--- src/wlbu_ram.sv ---
// generic single-write, single-read ram with registered read data
module wlbu_ram #(
	parameter int WIDTH = 32,
	parameter int DEPTH = 16
) (
	input  logic                     clk,
	input  logic                     we,
	input  logic [$clog2(DEPTH)-1:0] waddr,
	input  logic [WIDTH-1:0]         wdata,
	input  logic [$clog2(DEPTH)-1:0] raddr,
	output logic [WIDTH-1:0]         rdata
);

	logic [WIDTH-1:0] mem_q [DEPTH];
	logic [WIDTH-1:0] rdata_q;

	always_ff @(posedge clk) begin
		if (we) begin
			mem_q[waddr] <= wdata;
		end
		rdata_q <= mem_q[raddr];
	end

	assign rdata = rdata_q;

endmodule

--- config.mk ---
export PLATFORM = sky130hd
export DESIGN_NAME = wlbu_ram
export DESIGN_NICKNAME = d
export VERILOG_FILES = /design/src/wlbu_ram.sv
export SDC_FILE = /design/constraint.sdc
export NUM_CORES = 1
export LEC_CHECK = 0
export BUFFER_PORTS_ARGS = -buffer_cell sky130_fd_sc_hd__buf_4
export CAP_MARGIN = 20
export CORE_ASPECT_RATIO = 0.6
export CORE_UTILIZATION = 66
export CTS_CLUSTER_SIZE = 40
export DETAILED_ROUTE_END_ITERATION = 8
export GPL_ROUTABILITY_DRIVEN = 0
export GPL_TIMING_DRIVEN = 0
export PLACE_DENSITY = 0.88
export SKIP_CTS_REPAIR_TIMING = 1
export SLEW_MARGIN = 40
export SYNTH_ARGS = -nofsm -noshare
export SYNTH_HDL_FRONTEND = slang
export SYNTH_SLANG_ARGS = --single-unit
--- constraint.sdc ---
create_clock -name clk -period 6.6 [get_ports clk]
set_input_delay 0.66 -clock clk [delete_from_list [all_inputs] [get_ports clk]]
set_output_delay 0.66 -clock clk [all_outputs]
set_load 0.01 [all_outputs]
==> flow_metrics.tcl <==
set metrics [dict create \
    rows 48 \
    final_core_util_pct 79.6 \
    grt_pass1_wl_mm 70.0 \
    min_period_over_period_pct 36.6 \
    start_util_pct 68.2 \
    grt_start_max_net_pins 17 \
    crit_path_max_fanout 6 \
    multi_input_area_um2 3730 \
    synth.top_cells.by_area "edfxtp_1 (77%), mux4_2 (15%), dfxtp_1 (3.2%)" \
    seq_area_um2 16000 \
    leakagePower_nw 7.55 \
    synth_cells 838 \
    tightest_slew_ps 960 \
    path_class "in2reg" \
    ys_ff_latch 544 \
    drtAntennaViolNets 0 \
    n_antenna_cell 0 \
    r2r-end "rdata[19]" \
    rr_worst_depth 3 \
    area_growth_pct 16.7 \
    clockRootBuffer "clkbuf_16" \
    rsz0062_at_grt "no" \
    first_global_vias 10300 \
    total_power_mw 6.90 \
    timing.rr.start "mem_q[11][19]" \
    hold_violations 0 \
    io_buffers 71 \
    max_clock_freq_mhz 414 \
    cts.sink_count 544 \
    p_per_area_nw_per_um2 298 \
    drv_cap 0 \
    die-width_um 226 \
    hp-class "in2reg" \
    die_area_um2 30800 \
    synth_top_area_share_pct 77.4 \
    setup-tns-final_ps 0 \
    synth_seq_area_share_pct 80.7 \
    critPathLaunchType "input pin" \
    finalNonFillerCells 1438 \
    cts_buffer_depth 3 \
    drive_gt1_share_pct 33.0 \
    worstSkewPairLatency_ps 560 \
    pin_count 74 \
    drc 0 \
    yosys_warnings 0 \
    viasPerCell 7.07 \
    synth_top_area_cell "edfxtp_1" \
    dieHeight_um 136 \
    via_count 10200 \
    r2r_setup_slack_ps 5030 \
    holdPathEnd "mem_q[9][13]" \
    ir_drop_mv 0.297 \
    whs_path_depth 1 \
    dp.cells 1357 \
    core_area_um2 29100 \
    cp.required_ps 6840 \
    maxSlewHeadroom_pct 36.0 \
    status "finished, final reports clean" \
    slew_viol_final 0 \
    post_drt_wl_per_cell_um 33.9 \
    setup_viol 0 \
    skew_ps 15.9 \
    hp-start "wdata[13]" \
    fin_hold_ws_ps 401 \
    postSynthAreaPerCell_um2 23.7 \
    drt-total-wl_mm 48.7 \
    fillers 1282 \
    overflow 0 \
    syn-cell-area_um2 19900 \
    cts_max_level 2 \
    cts_inserted_buffers 45 \
    cts_tree "done" \
    place_hpwl_mm 29.4 \
    yosysUniqueCellTypes 18 \
    worstPathArrival_ps 2660 \
    fin_nets 1046 \
    period_minus_slack_ps 2410 \
    syn-num-nets 880 \
    grt_antenna_before_repair 1 \
    path_clk_slew_ps 70 \
    end_kind "register" \
    drt_iter0_markers 1550 \
    dr.pass1.iters 5 \
    track_usage_pct 33.3 \
]
[report_power, final]
group / total (mW) / switching [mW] / internal, mW
Combinational: 0.407 / 0.235 / 0.172
Sequential: 3.89 / 0.0290 / 3.86
Clock: 2.61 / 1.19 / 1.42
[state kept, by name, indices dropped and copies added, names as in the netlist]
name and count:
mem_q 512, rdata 32
[routing by layer]
metal / share of wire (%) / wire [um] / up-vias / GRT usage [%]
li1: - / - / 3894 / -
met1: 36 / 17600 / 5273 / 45.2
met2: 49 / 23700 / 827 / 53.8
met3: 11 / 5460 / 167 / 8.15
met4: 4.0 / 1940 / 0 / 12.3
met5: 0 / 0 / - / 0
[kinds of logic after synthesis]
| group | Yosys count | share of synthesized area, % |
|---|---|---|
| AO/OA/AOI/OAI | 64 | 2.42 |
| buffers and inverters | 43 | 1.12 |
| flip-flops | 544 | 80.7 |
| multiplexers | 128 | 14.5 |
| AND/OR/NAND/NOR | 59 | 1.27 |
[per-stage QoR]
step / instance area [um^2] / setup WS [ps]
floorplan: 19900 / 2760
global placement: 20900 / 458
detailed placement: 21800 / 3740
CTS: 23200 / 4250
global route: 23200 / 4180
finish: 23200 / 4190
[synth_stat cells (all sizes together)]
| cell type | count |
|---|---|
| a22oi | 64 |
| and2 | 1 |
| buf | 26 |
| clkbuf | 17 |
| dfxtp | 32 |
| edfxtp | 512 |
| mux4 | 128 |
| nand2 | 33 |
| nand2b | 2 |
| nand3 | 1 |
| nand3b | 2 |
| nor2 | 13 |
| nor2b | 2 |
| nor3 | 4 |
| or3b | 1 |
[cell usage in the layout, fill, tap and decap left out, drive strengths merged]
| master | n |
|---|---|
| nor2 | 13 |
| dfxtp | 32 |
| edfxtp | 512 |
| bufinv | 2 |
| clkbuf | 90 |
| nand3b | 2 |
| clkinv | 7 |
| a22oi | 64 |
| or3b | 1 |
| nand3 | 1 |
| mux4 | 128 |
| buf | 144 |
| nor2b | 2 |
| and2 | 1 |
| nand2b | 2 |
| nor3 | 4 |
| nand2 | 33 |
[worst max-delay path: stages]
cell    delay, ps
buf_4         130
or3b_2        600
nor3_2        640
buf_2         360
buf_2         270
[worst max-delay path by stage]
stage,startpoint,to
detailed placement,waddr[2],mem_q[0][9]
global placement,waddr[2],mem_q[0][9]
floorplan,waddr[2],mem_q[0][0]
CTS,waddr[2],mem_q[0][19]
finish,waddr[2],mem_q[0][19]
global route,waddr[2],mem_q[0][19]
[cell type report]
type                            count  area share (%)
Clock inverter                      9           0.405
Buffer                             43           0.977
Tap cell                          400            2.16
Timing Repair Buffer              119            5.73
Multi-Input combinational cell    251            16.1
Clock buffer                       72            5.55
Sequential cell                   544            69.1
(Power assumes the default switching activity.)
