==> config.mk <==
export PLATFORM = sky130hd
export DESIGN_NAME = wlbu_div
export DESIGN_NICKNAME = d
export VERILOG_FILES = /design/src/wlbu_pkg.sv /design/src/wlbu_div.sv
export SDC_FILE = /design/constraint.sdc
export NUM_CORES = 1
export LEC_CHECK = 0
export BUFFER_PORTS_ARGS = -buffer_cell sky130_fd_sc_hd__buf_4
export CAP_MARGIN = 40
export CORE_AREA = 5 5 181 96
export CTS_BUF_LIST = sky130_fd_sc_hd__clkbuf_8
export CTS_CLUSTER_DIAMETER = 60
export DETAILED_ROUTE_END_ITERATION = 10
export DIE_AREA = 0 0 186 101
export HOLD_SLACK_MARGIN = 0.03
export PLACE_DENSITY_LB_ADDON = 0.12
export SETUP_SLACK_MARGIN = 0.2
export SLEW_MARGIN = 20
export SYNTH_ARGS = -nofsm -noshare
export SYNTH_HDL_FRONTEND = slang
export SYNTH_SLANG_ARGS = --single-unit
==> constraint.sdc <==
create_clock -name clk -period 5.8 [get_ports clk]
set_clock_uncertainty 0.05 [all_clocks]
set_input_delay 0.29 -clock clk [delete_from_list [all_inputs] [get_ports clk]]
set_output_delay 0.29 -clock clk [all_outputs]
set_load 0.01 [all_outputs]
==> src/wlbu_pkg.sv <==
// shared constants and types for the flat-histogram bias updater
package wlbu_pkg;

	localparam int DEF_NUM_BINS   = 16;
	localparam int DEF_NUM_STAGES = 256;

	localparam int DIV_NUM_W = 64;
	localparam int DIV_DEN_W = 40;
	localparam int BOUND_W   = 35;

	localparam logic [31:0] ONE_Q30   = 32'h4000_0000;
	localparam logic [15:0] RATIO_MIN = 16'd257;

	localparam int CFG_IDX_W = 3;

	typedef enum logic [CFG_IDX_W-1:0] {
		CFG_UPPER_ENERGY = 3'd0,
		CFG_LOWER_ENERGY = 3'd1,
		CFG_STEP_RATIO   = 3'd2,
		CFG_STEP_FLOOR   = 3'd3,
		CFG_FLATNESS_TOL = 3'd4
	} cfg_idx_t;

	localparam logic [15:0] RST_STEP_RATIO   = 16'd512;
	localparam logic [30:0] RST_STEP_FLOOR   = 31'd1073742;
	localparam logic [30:0] RST_FLATNESS_TOL = 31'd214748365;

endpackage

==> src/wlbu_div.sv <==
// restoring unsigned divider, one quotient bit per cycle
module wlbu_div
	import wlbu_pkg::*;
(
	input  logic                 clk,
	input  logic                 arst_n,
	input  logic                 start,
	input  logic [DIV_NUM_W-1:0] num,
	input  logic [DIV_DEN_W-1:0] den,
	output logic                 done,
	output logic [DIV_NUM_W-1:0] quot
);

	localparam int CNT_W = $clog2(DIV_NUM_W + 1);

	logic [CNT_W-1:0]     cnt_q;
	logic                 busy_q;
	logic                 done_q;
	logic [DIV_NUM_W-1:0] num_q;
	logic [DIV_DEN_W-1:0] den_q;
	logic [DIV_DEN_W-1:0] rem_q;
	logic [DIV_DEN_W:0]   rem_sh;
	logic [DIV_DEN_W:0]   rem_sub;
	logic                 qbit;

	assign rem_sh  = {rem_q, num_q[DIV_NUM_W-1]};
	assign rem_sub = rem_sh - {1'b0, den_q};
	assign qbit    = (rem_sh >= {1'b0, den_q});

	always_ff @(posedge clk or negedge arst_n) begin
		if (!arst_n) begin
			busy_q <= 1'b0;
			done_q <= 1'b0;
			cnt_q  <= '0;
		end else begin
			done_q <= 1'b0;
			if (start) begin
				busy_q <= 1'b1;
				cnt_q  <= '0;
			end else if (busy_q) begin
				if (cnt_q == CNT_W'(DIV_NUM_W - 1)) begin
					busy_q <= 1'b0;
					done_q <= 1'b1;
				end
				cnt_q <= cnt_q + 1'b1;
			end
		end
	end

	always_ff @(posedge clk) begin
		if (start) begin
			num_q <= num;
			den_q <= den;
			rem_q <= '0;
		end else if (busy_q) begin
			rem_q <= qbit ? rem_sub[DIV_DEN_W-1:0] : rem_sh[DIV_DEN_W-1:0];
			num_q <= {num_q[DIV_NUM_W-2:0], qbit};
		end
	end

	assign done = done_q;
	assign quot = num_q;

endmodule

==> run metrics <==
largest net degree at the start of global routing=102; Post-CTS Setup Inserts=0; highest-count cells in the layout ignoring fill and taps=buf_4, edfxtp_1, mux2_2, nor2_1, nand2_1; CP endpoint kind=flop; HP Start=num[20]; residual DRC count=0; predominant post-synthesis flop cell=edfxtp_1; P_leak=4.55 nW; critical path class=flop to flop; number of buffers added on ports=171; Starting Density=53.4%; GR Util All Layers=23.1%; Iteration-0 DRC Markers=556; gr ovfl total=0; most common cell after layout, fill and taps aside=buf_4; syn nets=927; Die Width=186 microns; root buffer cell=clkbuf_8; Slew headroom=43.8%; Seq/Total Area, Yosys=49.3%; EDFF count, synth=104; synthesized netlist cell count=778; Synth async-reset ratio=5.88%; synthesized flop and latch total=153; row count=33; HP Class=primary input to flop; post-DP HPWL=15.5 mm; VDD IR-drop max=0.152 mV; P per Cell Area=235 nW/um^2; routed wire length=21.7 mm; library cells used by synthesis=63; Core ar.=15,800 sq um; clock transition at the registers of the reported paths=0.09 ns; top cells by area, synth=edfxtp_1, dfxtp_1, mux2_2, ha_1, a21oi_1; fin crit share=59.6%; ANT cells=0; Die Ht=101 microns; Cell Area, Synth=8420 sq um; hold_ws=0.0888 ns; R2R Path Start=den_q[20]$_DFFE_PP_; crit path DAT=3.79 ns; Crit Path Max Fanout=21; Critical Path RT=6.13 ns; share of layout cells above drive strength 1=28.7%; initial antenna violation count=0; IO Pins=172; Slew Limit Fails=0; setup TNS=0 ns; Power Total=2.50 mW; status=finished, final reports clean; Max clock buf depth=2; Yosys top cell by area=edfxtp_1; Setup crit start kind=flop; area grow syn2layout=26.6%; wire per inst=18.1 microns; CTS tree=done; GPL Wtd Cong=0.928; vias post-DR=6,761; die area=18,800 sq um; max frequency=0.289 GHz; Critical Path Source=den_q[20]$_DFFE_PP_; top-area cell type share of the netlist area=37.1%; RSZ-0062 raised after global routing=no; Core Util, Final=67.6%; Num CTS Buffers=17; Synth warnings=0; fin crit period=3.46 ns; TritonRoute pass-1 iters=5; # setup viols final=0; Routed Antenna Nets=0; hold path depth=2; Net count, final=1,124; max-capacitance violation count=0; vias per inst=5.65; htree depth=4; clock tree sinks=153; clock latency on the worst-skew pair=0.45 ns; number of global-route vias before repair=6,707; Final Hold Viols=0; first-pass GRT wire length=34.3 mm; worst-margin pin slew=0.843 ns; r2r worst-path depth=11; Avg Inst Size Synth=10.8 sq um
[layer usage]
layer	global-route usage, %	vias to the layer above	share of wire (%)	wire length [microns]
met4	4.76	0	0.69	150
met1	33.5	3248	46	10100
met5	0	-	0	0
met3	4.54	21	6.9	1490
li1	-	3267	-	-
met2	36.3	225	46	9980
[registers in the layout, indices dropped and copies added (netlist names)]
name / flops
busy_q: 1
cnt_q: 7
den_q: 40
done: 1
quot: 64
rem_q: 40
[per-stage QoR]
stage | std cells | instance area, sq um | worst slack [ns]
finish | 1197 | 10700 | 2.34
global route | 1197 | 10700 | 2.02
CTS | 1196 | 10600 | 2.40
detailed placement | 1124 | 9830 | 2.43
global placement | 1124 | 9830 | 2.47
floorplan | 778 | 8420 | 3.12
[repair_timing]
| item | in CTS | in global routing |
|---|---|---|
| endpoints found under the hold margin | 49 | 0 |
| gates resized for setup | 0 | 0 |
| hold buffers | 41 | 0 |
[cell families (layout without fill, tap and decap cells)]
family                     count (synthesis)  in the layout  share of synthesized area [%]
xor gates and xnor gates                  38             38                           3.95
DFF                                      153            153                           49.3
muxes                                     87             87                           11.3
adders and majority gates                 42             42                           6.33
and+or+nand+nor                          183            183                           10.1
AOI/OAI and AO/OA                        184            184                           14.6
buffers and inverters                     91            300                           4.41
[synth_stat cells (7+ instances only)]
master    number
edfxtp_1     104
mux2_2        63
nor2_1        59
nand2_1       53
a21oi_1       51
inv_1         49
ha_1          41
dfxtp_1       40
o21ai_0       25
mux2i_1       24
xnor2_1       23
a211oi_1      22
clkbuf_1      22
a21o_1        18
nand4_1       15
xor2_1        15
nand3_1       13
buf_2         12
a31oi_1       11
nor2b_1       11
nor3_1        10
dfrtp_1        9
o21a_1         7
[power by group]
| part | switching, mW | internal (mW) | leakage [nW] | total [mW] |
|---|---|---|---|---|
| logic | 0.180 | 0.210 | 2.84 | 0.389 |
| clock network | 0.409 | 0.419 | 0.196 | 0.828 |
| registers | 0.0366 | 1.25 | 1.51 | 1.28 |
[critical path: stages, from the launching register on]
cell and delay, ns:
edfxtp_1 0.34, inv_1 0.06, ha_1 0.44, nand4_1 0.26
nor4_2 0.40, a31oi_1 0.16, o21ai_0 0.11, o32ai_1 0.19
nor2_4 0.42, inv_2 0.33, o41ai_1 0.43, a221o_1 0.19
[cell type report]
type	instances	area [sq um]
Clock buffer	17	234
Clock inverter	14	158
Fill cell	1208	5110
Inverter	51	191
Multi-Input combinational cell	534	3900
Sequential cell	153	4150
Tap cell	210	263
Timing Repair Buffer	218	1760
[final timing paths]
check,endpoint,slack [ns]
max in group asynchronous,busy_q$_DFF_PN0_,5.39
min,quot[20]$_DFFE_PP_,0.09
min reg2reg,rem_q[18]$_SDFFE_PP0P_,0.46
min in group asynchronous,cnt_q[2]$_DFFE_PN0P_,0.16
max reg2reg,rem_q[30]$_SDFFE_PP0P_,2.34
max,rem_q[30]$_SDFFE_PP0P_,2.34
No activity file was read; power rests on OpenSTA's default activity.
